===== config.mk =====
export PLATFORM = sky130hd
export DESIGN_NAME = dre_update
export DESIGN_NICKNAME = d
export VERILOG_FILES = /design/src/rtl/dre_pkg.sv /design/src/rtl/dre_update.sv
export SDC_FILE = /design/constraint.sdc
export NUM_CORES = 1
export LEC_CHECK = 0
export ABC_AREA = 1
export BUFFER_PORTS_ARGS = -buffer_cell sky130_fd_sc_hd__buf_4
export CAP_MARGIN = 20
export CORE_ASPECT_RATIO = 1.2
export CORE_MARGIN = 2
export CORE_UTILIZATION = 34
export DETAILED_ROUTE_END_ITERATION = 6
export GPL_ROUTABILITY_DRIVEN = 0
export GPL_TIMING_DRIVEN = 0
export PLACE_DENSITY_LB_ADDON = 0.1
export SETUP_SLACK_MARGIN = 0.02
export SLEW_MARGIN = 15
export SYNTH_ARGS = -nofsm -noshare
export SYNTH_HDL_FRONTEND = slang
export SYNTH_SLANG_ARGS = --single-unit

===== constraint.sdc =====
create_clock -name clk -period 6.06 [get_ports clk]
set_input_delay 0.606 -clock clk [delete_from_list [all_inputs] [get_ports clk]]
set_output_delay 0.606 -clock clk [all_outputs]
set_load 0.05 [all_outputs]

===== src/rtl/dre_pkg.sv =====
// Types and constants shared by the row elimination core.
// Depends on nothing.
package dre_pkg;

  localparam int IDX_W    = 12;
  localparam int VAL_W    = 32;
  localparam int ROWCNT_W = 13;

  localparam logic [ROWCNT_W-1:0] ROWCNT_RST = 13'd4096;

  localparam logic [2:0] ACT_MARK  = 3'd0;
  localparam logic [2:0] ACT_BEGIN = 3'd1;
  localparam logic [2:0] ACT_ENTRY = 3'd2;
  localparam logic [2:0] ACT_END   = 3'd3;
  localparam logic [2:0] ACT_CLEAR = 3'd4;

  localparam logic [1:0] ST_OK     = 2'd0;
  localparam logic [1:0] ST_RANGE  = 2'd1;
  localparam logic [1:0] ST_NODIAG = 2'd2;

  localparam logic signed [VAL_W-1:0] ONE_Q16 = 32'sh0001_0000;

  typedef struct packed {
    logic [2:0]              action;
    logic [IDX_W-1:0]        index;
    logic signed [VAL_W-1:0] value;
  } in_beat_t;

  typedef struct packed {
    logic signed [VAL_W-1:0] value_out;
    logic [1:0]              status;
  } out_beat_t;

  // item after the table read and the multiply
  typedef struct packed {
    logic                      valid;
    logic [2:0]                action;
    logic signed [VAL_W-1:0]   value;
    logic                      diag_hit;
    logic                      range_err;
    logic                      marked;
    logic                      row_ok;
    logic signed [VAL_W-1:0]   pvalue;
    logic signed [2*VAL_W-1:0] product;
  } s2_beat_t;

endpackage


===== src/rtl/dre_update.sv =====
// Row state update, rhs subtract of the product with round and saturate, result register.
// Depends on dre_pkg.
module dre_update (
  input  logic                clk,
  input  logic                rst_n,
  input  logic                en,
  input  dre_pkg::s2_beat_t   s2,
  output logic                out_valid,
  output dre_pkg::out_beat_t  out_data
);

  logic                              out_valid_r;
  dre_pkg::out_beat_t                out_data_r;
  dre_pkg::out_beat_t                out_data_nxt;
  logic signed [dre_pkg::VAL_W-1:0]  rhs_r, rhs_nxt;
  logic                              rc_r, rc_nxt;
  logic                              ds_r, ds_nxt;
  logic signed [2*dre_pkg::VAL_W:0]  wide;
  logic signed [dre_pkg::VAL_W-1:0]  sub_res;

  // rhs*2^16 - a*p + 0.5, then floor by 2^16 and saturate
  always_comb begin
    wide = $signed({{17{rhs_r[31]}}, rhs_r, 16'h0000})
         - $signed({s2.product[63], s2.product})
         + 65'sh8000;
    if (wide[64:47] == {18{wide[64]}}) begin
      sub_res = wide[47:16];
    end else if (wide[64]) begin
      sub_res = 32'sh8000_0000;
    end else begin
      sub_res = 32'sh7FFF_FFFF;
    end
  end

  always_comb begin
    rhs_nxt = rhs_r;
    rc_nxt  = rc_r;
    ds_nxt  = ds_r;
    out_data_nxt.value_out = '0;
    out_data_nxt.status    = dre_pkg::ST_OK;
    case (s2.action)
      dre_pkg::ACT_MARK: begin
        if (s2.range_err) begin
          out_data_nxt.status = dre_pkg::ST_RANGE;
        end
      end
      dre_pkg::ACT_BEGIN: begin
        rhs_nxt = s2.value;
        rc_nxt  = s2.marked;
        ds_nxt  = 1'b0;
      end
      dre_pkg::ACT_ENTRY: begin
        if (rc_r) begin
          if (s2.diag_hit) begin
            out_data_nxt.value_out = dre_pkg::ONE_Q16;
            ds_nxt = 1'b1;
          end
        end else if (s2.marked) begin
          rhs_nxt = sub_res;
        end else begin
          out_data_nxt.value_out = s2.value;
        end
      end
      dre_pkg::ACT_END: begin
        if (rc_r) begin
          if (s2.row_ok) begin
            rhs_nxt = s2.pvalue;
          end
          if (!ds_r) begin
            out_data_nxt.status = dre_pkg::ST_NODIAG;
          end
        end
        out_data_nxt.value_out = rhs_nxt;
      end
      default: begin
      end
    endcase
  end

  always_ff @(posedge clk) begin
    if (!rst_n) begin
      out_valid_r <= 1'b0;
      rhs_r       <= '0;
      rc_r        <= 1'b0;
      ds_r        <= 1'b0;
    end else if (en) begin
      out_valid_r <= s2.valid;
      if (s2.valid) begin
        rhs_r <= rhs_nxt;
        rc_r  <= rc_nxt;
        ds_r  <= ds_nxt;
      end
    end
  end

  always_ff @(posedge clk) begin
    if (en) begin
      out_data_r <= out_data_nxt;
    end
  end

  assign out_valid = out_valid_r;
  assign out_data  = out_data_r;

endmodule


# After elaboration in Yosys (flattened, before gate mapping)
# Index checks and enable logic that the tools add are counted.
classes:
  addsub: 2
  bitwise_logic: 0
  n_shift: 0
  n_mul: 0
  div_mod_pow: 0
  magnitude_cmp: 0
  n_reduce_logical: 6
  n_mux: 18
  n_eq_ne: 8
op_table:
  columns: ["op", "count"]
  rows:
  - ["32-bit two-way mux", 8]
  - ["32-bit case mux with 3 select lines", 1]
  - ["65-bit by 17-bit adder with 65-bit output, second input constant", 1]
  - ["48-bit by 64-bit subtractor with 65-bit output", 1]
  - ["32-bit case mux with 2 select lines", 1]
  - ["17-bit == test", 1]
  - ["17-bit two-way mux", 1]
  - ["5-bit AND reduction", 2]
  - ["2-bit inequality test, second input constant", 4]
  - ["3-bit by 2-bit == test with 1-bit output, second input constant", 2]
  - ["2-bit two-way mux", 2]
  - ["2-bit case mux with 2 select lines", 1]
  - ["3-bit by 1-bit == test with 1-bit output, second input constant", 1]
  - ["3-bit logical NOT", 1]
  - ["1-bit two-way mux", 3]
  - ["3-bit AND reduction", 1]
  - ["3-bit nonzero test", 1]
  - ["1-bit case mux with 2 select lines", 1]
  - ["2-bit nonzero test", 1]
word_totals:
  elab_cells: 40
  mem_count: 0
  ramBits: 0
  input_bits: 139
  latch_bits: 0
  mem_bits_ro: 0
  reg_bits: 69

# Depth between registers and ports, before layout
# Gate-level depths: netlist of run 1.
depth:
  word_depth: 7
  ltp_mapped: 27

# Worst setup path before layout of run 1
# No wires, ideal clock.
synth_timing:
  path_kind: "input to register"
  start: "input port s2[26] (netlist bit)"
  end: "register rhs_r[0] (netlist bit)"
  slack_ps: 3111
  setup_ps: 132
  arrival_time_ps: 2817
  stages: 24
  cell_sequence: "inv_1 > ha_1 > nand2_1 > inv_1 > nand2_1 > nand2_1 > nand2_1 > nand2_1 > nand3b_2 > nand2_2 > nand2_2 > nand2_2 > nand2_4 > nand2_1 > nand2_1 > nor2_1 > nand2_1 > nor2_2 > buf_2 > nand4_1 > nand3_1 > nand2_1 > nand2_1 > a21oi_1"
synth_via:
  elab_chain_cells: 7
  elab_cells_between_ends: 8
  classes_between: "2 x add/sub; 1 x eq/ne; 5 x mux"
synth_rtl:
  columns: ["item", "line_no", "source"]
  rows:
  - ["start, declared", "dre_update.sv:7", "input dre_pkg::s2_beat_t s2,"]
  - ["48-bit by 64-bit subtractor with 65-bit output *", "dre_update.sv:24", "- $signed({s2.product[63], s2.product})"]
  - ["65-bit by 17-bit adder with 65-bit output *", "dre_update.sv:25", "+ 65'sh8000;"]
  - ["17-bit == test / 32-bit two-way mux (equally long branches)", "dre_update.sv:26, dre_update.sv:28", null]
  - ["32-bit two-way mux *", "dre_update.sv:26", "if (wide[64:47] == {18{wide[64]}}) begin"]
  - ["32-bit two-way mux *", "dre_update.sv:58", "end else if (s2.marked) begin"]
  - ["32-bit two-way mux *", "dre_update.sv:53", "if (rc_r) begin"]
  - ["32-bit case mux with 3 select lines *", "dre_update.sv:41", "case (s2.action)"]
  - ["end signal, assigned", "dre_update.sv:89", "rhs_r <= rhs_nxt;"]
  - ["end, declared", "dre_update.sv:15", "logic signed [dre_pkg::VAL_W-1:0] rhs_r, rhs_nxt;"]
# Mark *: on every way between the ends. The rest lies on a longest branch, timed or not. The select of a mux whose other input is x is not followed.
# A chain may end at the register's enable or synchronous reset.

# Worst setup path in the final report of run 1
layout_timing:
  start: "register rhs_r[31] (netlist bit)"
  end: "register rhs_r[30] (netlist bit)"
layout_via:
  elab_chain_cells: 7
  elab_cells_between_ends: 8
  classes_between: "2 x add/sub; 1 x eq/ne; 5 x mux"
layout_rtl:
  columns: ["item", "line_no"]
  rows:
  - ["48-bit by 64-bit subtractor with 65-bit output *", "dre_update.sv:24"]
  - ["65-bit by 17-bit adder with 65-bit output *", "dre_update.sv:25"]
  - ["17-bit == test / 32-bit two-way mux (equally long branches)", "dre_update.sv:26, dre_update.sv:28"]
  - ["32-bit two-way mux *", "dre_update.sv:26"]
  - ["32-bit two-way mux *", "dre_update.sv:58"]
  - ["32-bit two-way mux *", "dre_update.sv:53"]
  - ["32-bit case mux with 3 select lines *", "dre_update.sv:41"]
# Marks and branches as above.

==> impl_metrics.toml, run 1 <==
[status]
status = "finished, final reports clean"

[pwr]
p_leak_nw = 6.22
p_int_w = 0.00112
power_frac_seq = 0.308
combPwrFrac = 0.331
max-vdd-ir-drop_uv = 132
swShare = 0.336
power_switching_w = 0.000567
clkPwrFrac = 0.361
p_per_area_mw_per_mm2 = 150

[floorplan]
rows = 65
die_w_um = 154
die_area_mm2 = 0.0284
initial_core_util = 0.348
io_pins = 174
coreArea_mm2 = 0.0264
die_h_um = 184

[global_routing]
antenna_found_initial = 0
grtUsageTotal = 0.229
grt_first_pass_wirelength_um = 51500
grt_start_max_net_pins = 37
grt_pass1_vias = 10123
grt_overflow = 0

[critical_path]
crit_buf_inv = 1
worst_path_most_repeated_cell = "nand2_1"
reg2reg_depth = 16
reg2reg_slack_ns = 1.79
cp-start-kind = "register"
worst-path-stages = 16
cpPeakStageDelay_ns = 0.88
path_class = "register to register"
crit_path_max_fanout = 19
crit_chain = "ha_1, nand2_1, nor2_1, nand2_1, nor4_1, nand3_1, nand3_1, nand2_1, nand3_1, xnor2_1, clkbuf_1, nand4_1, nand3_1, nand2_1, nand2_1, a21oi_1"
worstPathRequired_ns = 6.27
path_delay_family = "simple AND/OR/NAND/NOR gates"
critPathArrivalTime_ns = 4.47
cp_slowest_cell = "dfxtp_1"
setup.worst_path.end_class = "register"

[routing]
met3_length_um = 1400
route.top_layer_used = "met4"
drc = 0
drt-pass1-iter-count = 5
dr_total_vias = 10540
via_per_inst = 4.71
wl_met1_um = 15100
routedWlPerCell_um = 14.8
drt_iter0_markers = 542
wl_met2_um = 15400
wl_um = 33100
ant_nets = 0

[cells_and_area]
drive_gt1_frac = 0.124
n_antenna_cell = 0
fin_nets = 2085
syn_to_final_growth_pct = 22.4
fillCellCount = 3035

[yosys]
ys_types = 39
synth.net_count = 1901
syn_area_mm2 = 0.00920
synth_cells = 1714
yosysWarnings = 0
syn_avg_cell_area_um2 = 5.37
synth.ff_latch_count = 69
yosysSeqAreaShare = 0.187

[clock_tree]
numCtsBuffers = 9
clockRootBuffer = "clkbuf_16"
cts_hold_buf = 0
cts_tree = "done"
path_clk_slew_ns = 0.06
cts_buffer_depth = 2
cts_setup_buffers = 0
cts_resized = 0
htree_num_levels = 3
cts.sinks = 69
clk_latency_ns = 0.34

[sta]
slew_violations = 0
slew_headroom = 0.424
grt_setup_unrepaired = "no"
fmax_ghz = 0.234
setup_tns_ns = 0
worst_slew_pin_slew_ns = 0.862
hold_viol_final = 0
fin_crit_ns = 4.27
worst_slack_ns = 1.79
clock_skew_ns = 0.00826
post-route-period-util = 0.704
setup_violations = 0

[placement]
io_buffer_count = 173
hpwl_um = 28700
preCtsSetupSlack_ns = 1.88

[worst_hold_path]
holdPathStages = 2
hold_class = "register to register"

[flow_run]
timing.max_cap.violations = 0
-- worst paths after layout --
check,start,endpoint
worst max-delay path,rhs_r[31],rhs_r[30]
worst max register to register,rhs_r[31],rhs_r[30]
worst min-delay path,out_valid,out_valid
worst min register to register,out_valid,out_valid
-- placed cells by master, fill, tap and decap left out, types with 35 or more instances in the layout --
| cell | instances |
|---|---|
| nand4_1 | 56 |
| nand3_1 | 86 |
| ha_1 | 48 |
| dfxtp_1 | 35 |
| a21oi_1 | 104 |
| nor2_1 | 185 |
| o21ai_0 | 78 |
| inv_1 | 337 |
| buf_4 | 173 |
| nand2_1 | 595 |
-- synth_stat cells (all sizes together) --
cell type,n,area [um^2]
nand4,56,350
o21bai,8,60.1
nand3b,3,26.3
ha,48,601
o211a,1,10.0
a31oi,8,50.1
o21ai,82,410
buf,12,75.1
and3,2,12.5
a41oi,1,8.76
nand2,601,2280
nor4,1,6.26
nand3,87,440
a21oi,106,538
xnor2,17,149
o21a,1,7.51
clkinv,2,7.51
xor2,15,131
o211ai,1,7.51
nor3,13,85.1
dfxtp,35,701
inv,351,1320
edfxtp,34,1020
clkbuf,30,113
nor3b,1,7.51
nor2,197,775
a21o,1,7.51
-- per-stage QoR --
| stage | utilization | instance area [um^2] | total power [W] | std cells | hold WS, ns |
|---|---|---|---|---|---|
| 2_1_floorplan | - | 9200 | 0.000878 | 1714 | 0.459 |
| 3_3_place_gp | 0.413 | 10900 | 0.00108 | 2222 | 0.452 |
| 3_5_place_dp | 0.413 | 10900 | 0.00108 | 2222 | 0.462 |
| 4_1_cts | 0.426 | 11300 | 0.00170 | 2238 | 0.471 |
| 5_1_grt | 0.426 | 11300 | 0.00177 | 2238 | 0.502 |
| 6_report | 0.426 | 11300 | 0.00169 | 2238 | 0.464 |
-- sequential cells by signal (all words and copies together), names as in the netlist --
name	cells
out_valid	1
out_data	34
ds_r	1
rc_r	1
rhs_r	32
-- logic make-up (layout without fill, tap and decap cells) --
kind of cell	count (synthesis)	after routing	share of synthesized area
AO/OA/AOI/OAI	209	209	0.120
XOR/XNOR	32	32	0.0305
adder cells (fa/ha/maj)	48	48	0.0653
buffers and inverters	395	584	0.164
flip-flops	69	69	0.187
AND/OR/NAND/NOR	961	961	0.433
-- power groups by stage --
stage / logic [W] / clock network (W) / registers (W)
after floorplan: 0.000312 / 0 / 0.000565
after global placement: 0.000551 / 0 / 0.000529
after detailed placement: 0.000554 / 0 / 0.000530
after CTS: 0.000556 / 0.000622 / 0.000520
after global routing: 0.000618 / 0.000635 / 0.000522
final: 0.000558 / 0.000610 / 0.000520
-- layout make-up --
class | instances | area, um^2 | area share
Buffer | 42 | 188 | 0.0167
Clock buffer | 12 | 246 | 0.0219
Tap cell | 335 | 419 | 0.0372
Clock inverter | 4 | 95.1 | 0.00845
Multi-Input combinational cell | 1250 | 5960 | 0.530
Sequential cell | 69 | 1720 | 0.153
Inverter | 353 | 1330 | 0.118
Timing Repair Buffer | 173 | 1300 | 0.115
-- tightest hold or removal path, stage by stage, from the launching register on --
cell	delay, ns
dfxtp_1	0.31
nand2_1	0.06
a21oi_1	0.05
-- layer usage --
layer  global-route usage  vias up
met1                0.292     4516
li1                     -     5681
met5                    0        -
met2                0.400      286
met4               0.0923        0
met3               0.0200       57
Power figures use the tool's default switching activity.
==> run 2, diff against run 1 <==
--- a/config.mk
+++ b/config.mk
@@ -5,7 +5,7 @@
 export SDC_FILE = /design/constraint.sdc
 export NUM_CORES = 1
 export LEC_CHECK = 0
-export ABC_AREA = 1
+export ABC_AREA = 0
 export BUFFER_PORTS_ARGS = -buffer_cell sky130_fd_sc_hd__buf_4
 export CAP_MARGIN = 20
 export CORE_ASPECT_RATIO = 1.2
==> constraint.sdc (replaced) <==
create_clock -name clk -period 3.9 [get_ports clk]
set_input_delay 0.39 -clock clk [delete_from_list [all_inputs] [get_ports clk]]
set_output_delay 0.39 -clock clk [all_outputs]
set_load 0.05 [all_outputs]
==> impl_metrics.toml, run 2 <==
[cells_and_area]
syn_to_final_growth_pct = 34.7
final_cell_mix = "buf_4, nand2_1, o21ai_0"
post-route-util = 0.467
instances_no_fill = 1476
drive_gt1_frac = 0.289
n_antenna_cell = 0
largest_register_ffs = 34
fin_nets = 1384
final_common_cell = "buf_4"

[flow_run]
timing.max_cap.violations = 0

[clock_tree]
cts_hold_buf = 0
clk_latency_ns = 0.34
cts_buffer_depth = 2
cts.sinks = 69
numCtsBuffers = 9
cts_tree = "done"
clockRootBuffer = "clkbuf_16"
path_clk_slew_ns = 0.06
htree_num_levels = 3

[pwr]
p_int_w = 0.00166
max-vdd-ir-drop_uv = 274
combPwrFrac = 0.313
power_switching_w = 0.000741
p_total_w = 0.00240
p_per_area_mw_per_mm2 = 237
power_frac_seq = 0.335
p_leak_nw = 4.53
clkPwrFrac = 0.352
swShare = 0.309

[routing]
ant_nets = 0
routedWlPerCell_um = 17.9
drt-pass1-iter-count = 5
dr_total_vias = 7994
via_per_inst = 5.42
drc = 0
drt_iter0_markers = 437
wl_um = 26400

[sta]
worst_slew_pin_slew_ns = 0.844
setup_violations = 27
hold_viol_final = 0
fmax_ghz = 0.255
post-route-period-util = 1.01
fin_crit_ns = 3.92
slew_violations = 0
grt_setup_unrepaired = "yes"
worst_slack_ns = -0.0242
clock_skew_ns = 0.00462
slew_headroom = 0.432

[critical_path]
cpPeakStageDelay_ns = 0.57
worstPathRequired_ns = 4.17
crit_chain = "buf_12, ha_4, nand4_1, nor4_4, o311ai_2, buf_4, nand2_1, nor3_1, a311oi_2, a2bb2oi_1, nand4b_1, or4_4, buf_6, buf_6, o211ai_2"
crit_path_max_fanout = 10
cp_slowest_cell = "or4_4"
cp-start-kind = "register"
critPathArrivalTime_ns = 4.19
worst_path_most_repeated_cell = "buf_6"
path_class = "register to register"
setup.worst_path.end_class = "register"

[yosys]
syn_area_mm2 = 0.00749
synth_cells = 1004
yosys_most_used_dff = "dfxtp_1"
yosysSeqAreaShare = 0.230
synth-async-reset-ratio = 0
synth_common_cells = "nand2_1, o21ai_0, a21oi_1"
syn_avg_cell_area_um2 = 7.46
yosysWarnings = 0
post-synth-top-area-cell = "edfxtp_1"
synth.net_count = 1191
yosys.area.top_type_share = 0.136
yosysMostFrequentCell = "nand2_1"
synth.ff_latch_count = 69
synth_edf_count = 34
ys_types = 67
yosys-top-cells-area = "edfxtp_1, dfxtp_1, nand2_1, ha_1, o21ai_0"

[global_routing]
grt_first_pass_wirelength_um = 41800
grt_pass1_vias = 7962
grtUsageTotal = 0.221
antenna_found_initial = 0
grt_overflow = 0
grt_start_max_net_pins = 37

[floorplan]
io_pins = 174
die_h_um = 167
initial_core_util = 0.346
die_w_um = 140
coreArea_mm2 = 0.0216
rows = 59
die_area_mm2 = 0.0232

[placement]
hpwl_um = 21400
post-place-cells = 1449
io_buffer_count = 171

[worst_hold_path]
hold_class = "primary input to register"

[status]
violations = "negative setup slack"
status = "complete, but fails checks"
-- run 2: timing repair --
action                                  in CTS  in global routing
setup buffers                               23                  8
pin swaps                                   17                 17
endpoints found under the setup margin      32                 31
hold endpoints to repair                     0                  0
gates resized for setup                     85                 40
-- run 2: layout make-up --
cell class,instances,area [um^2]
Tap cell,274,343
Fill cell,2236,11500
Sequential cell,69,1730
Buffer,43,235
Inverter,60,225
Timing Repair Buffer,202,1530
Multi-Input combinational cell,812,5730
Clock buffer,10,229
Clock inverter,6,77.6
-- run 2: kinds of logic (layout without fill, tap and decap cells) --
logic type,Yosys count,count (layout),synth area share
simple gates,348,348,0.221
compound gates,342,342,0.310
buf+inv,123,321,0.0673
flops,69,69,0.230
fa+ha+maj,48,48,0.0801
xor+xnor,40,40,0.0468
mux,34,34,0.0454
-- run 2: critical path: cells and delay by family, from the launching register on --
family / cells / cell delay [ns]
fa+ha+maj: 1 / 0.30
buf+inv: 4 / 0.64
flops: 1 / 0.40
compound gates: 4 / 0.85
simple gates: 6 / 1.65
-- run 2: path summary, 6_finish.rpt --
kind / cells past startpoint / slack (ns) / startpoint / to
max: 15 / -0.02 / rhs_r[31] / rhs_r[8]
min: 3 / 0.34 / s2[118] / out_data[20]
max reg2reg: 15 / -0.02 / rhs_r[31] / rhs_r[8]
min reg2reg: 2 / 0.50 / out_valid / out_valid
-- run 2: power by group through the flow --
stage	Clock [W]	Combinational (W)	Sequential, W
finish	0.000844	0.000749	0.000803
CTS	0.000854	0.000724	0.000803
global placement	0	0.000663	0.000819
global route	0.000882	0.000813	0.000806
floorplan	0	0.000347	0.000875
detailed placement	0	0.000663	0.000819
-- run 2: routing by layer --
metal	track usage	wire length, um
met5	0	0
met4	0.0663	570
met3	0.0265	1060
met2	0.397	13300
met1	0.276	11500
-- run 2: stage by stage --
step | setup slack (ns) | hold slack (ns) | TNS [ns] | instance area [um^2]
floorplan | 0.146 | 0.473 | 0 | 7490
global placement | -1.19 | 0.474 | -35.89 | 9120
detailed placement | -1.22 | 0.502 | -36.76 | 9120
CTS | 0.0229 | 0.338 | 0 | 9890
global route | -0.160 | 0.350 | -4.32 | 10100
finish | -0.0242 | 0.342 | -0.390 | 10100
==> run 3, diff against run 2 <==
--- a/config.mk
+++ b/config.mk
@@ -15,7 +15,6 @@
 export GPL_ROUTABILITY_DRIVEN = 0
 export GPL_TIMING_DRIVEN = 0
 export PLACE_DENSITY_LB_ADDON = 0.1
-export SETUP_SLACK_MARGIN = 0.02
 export SLEW_MARGIN = 15
 export SYNTH_ARGS = -nofsm -noshare
 export SYNTH_HDL_FRONTEND = slang
==> impl_metrics.toml, run 3 (same netlist as run 2, synthesis figures left out) <==
[sta]
hold_viol_final = 0
setup_violations = 26
hold_ws_ns = 0.342
fmax_ghz = 0.255
clock_skew_ns = 0.00348
grt_setup_unrepaired = "yes"
worst_slack_ns = -0.0209
worst_slew_pin_slew_ns = 0.822
post-route-period-util = 1.01
fin_crit_ns = 3.92
slew_headroom = 0.447
slew_violations = 0

[critical_path]
worst_path_most_repeated_cell = "buf_6"
cpPeakStageDelay_ns = 0.51
crit_path_max_fanout = 10
worstPathRequired_ns = 4.16
critPathArrivalTime_ns = 4.18
cp-start-kind = "register"
cp_slowest_cell = "or4_4"
path_delay_family = "compound AO/OA/AOI/OAI gates"
path_class = "register to register"
crit_chain = "buf_6, ha_1, buf_4, a21oi_1, o21ai_2, a22oi_1, o311ai_1, or2_2, o211ai_4, o31ai_2, nor4_2, o22ai_2, or4_4, buf_6, buf_6, o211ai_2"
crit_buf_inv = 4
setup.worst_path.end_class = "register"

[floorplan]
io_pins = 174
die_h_um = 167
rows = 59
coreArea_mm2 = 0.0216
initial_core_util = 0.346
die_w_um = 140
die_area_mm2 = 0.0232

[clock_tree]
path_clk_slew_ns = 0.05
cts_buffer_depth = 2
numCtsBuffers = 9
cts_tree = "done"
cts.sinks = 69
cts_hold_buf = 0
clockRootBuffer = "clkbuf_16"
htree_num_levels = 3
clk_latency_ns = 0.34

[global_routing]
grt_pass1_vias = 7935
use_met2 = 0.398
grtUsageTotal = 0.221
antenna_found_initial = 0
use_met1 = 0.273
grt_overflow = 0
grt_first_pass_wirelength_um = 41700
busiest_layer = "met2"
grt_start_max_net_pins = 37
met3_usage = 0.0290

[pwr]
combPwrFrac = 0.313
p_leak_nw = 4.53
clkPwrFrac = 0.352
p_int_w = 0.00165
p_total_w = 0.00239
swShare = 0.309
max-vdd-ir-drop_uv = 274
power_switching_w = 0.000739
power_frac_seq = 0.336
p_per_area_mw_per_mm2 = 237

[cells_and_area]
n_antenna_cell = 0
multi_input_area_mm2 = 0.00572
instances_no_fill = 1476
largest_register_ffs = 34
fillCellCount = 2232
drive_gt1_frac = 0.290
syn_to_final_growth_pct = 34.7
final_cell_mix = "buf_4, nand2_1, o21ai_0"
fin_nets = 1384
final_common_cell = "buf_4"
seq_area_mm2 = 0.00173

[placement]
hpwl_um = 21400
io_buffer_count = 171
post-place-cells = 1449
preCtsSetupSlack_ns = -1.22

[routing]
dr_total_vias = 7996
via_per_inst = 5.42
ant_nets = 0
drc = 0
drt-pass1-iter-count = 6
drt_iter0_markers = 457
wl_um = 26400
routedWlPerCell_um = 17.9

[status]
status = "complete, but fails checks"
violations = "negative setup slack"

[flow_run]
timing.max_cap.violations = 0

[worst_hold_path]
hold_class = "primary input to register"
run 3: path summary, 6_finish.rpt:
check | end | cells after the start | slack (ns) | startpoint
max | rhs_r[3] | 16 | -0.02 | rhs_r[31]
min | out_data[20] | 3 | 0.34 | s2[118]
max reg2reg | rhs_r[3] | 16 | -0.02 | rhs_r[31]
min reg2reg | out_valid | 2 | 0.50 | out_valid
run 3: area by class of cell:
class | instances | share of cell area
multi-input cells | 812 | 0.567
flip-flops and latches | 69 | 0.171
repair buffers | 202 | 0.152
well taps | 274 | 0.0340
plain buffers | 43 | 0.0233
clock buffers | 10 | 0.0227
inverters | 60 | 0.0223
clock inverters | 6 | 0.00769
run 3: metal layers:
layer  part of all wire  vias up
met5                  0        -
met1               0.43     3670
met4              0.022        0
met2               0.50      225
li1                   -     4071
met3              0.046       30
run 3: tightest hold or removal path, cell delays in order:
cell and delay (ns):
buf_4 0.08, nand2_1 0.04, o21ai_0 0.05
run 3: metrics by stage:
stage	cell area [um^2]	utilization	setup TNS, ns
final	10100	0.467	-0.230
after global routing	10100	0.467	-3.98
after CTS	9860	0.456	0
after detailed placement	9120	0.422	-36.76
after global placement	9120	0.422	-35.89
after floorplan	7490	-	0
run 3: timing repair:
item	4_1_cts	5_1_grt
setup endpoints to repair	32	31
resized for setup	75	51
pin swaps	16	22
buffers inserted	23	8
run 3: power groups by stage:
stage               combinational [W]  clock (W)  sequential [W]
CTS                          0.000720   0.000854        0.000803
floorplan                    0.000347          0        0.000875
finish                       0.000748   0.000842        0.000803
detailed placement           0.000663          0        0.000819
global placement             0.000663          0        0.000819
global route                 0.000812   0.000882        0.000806
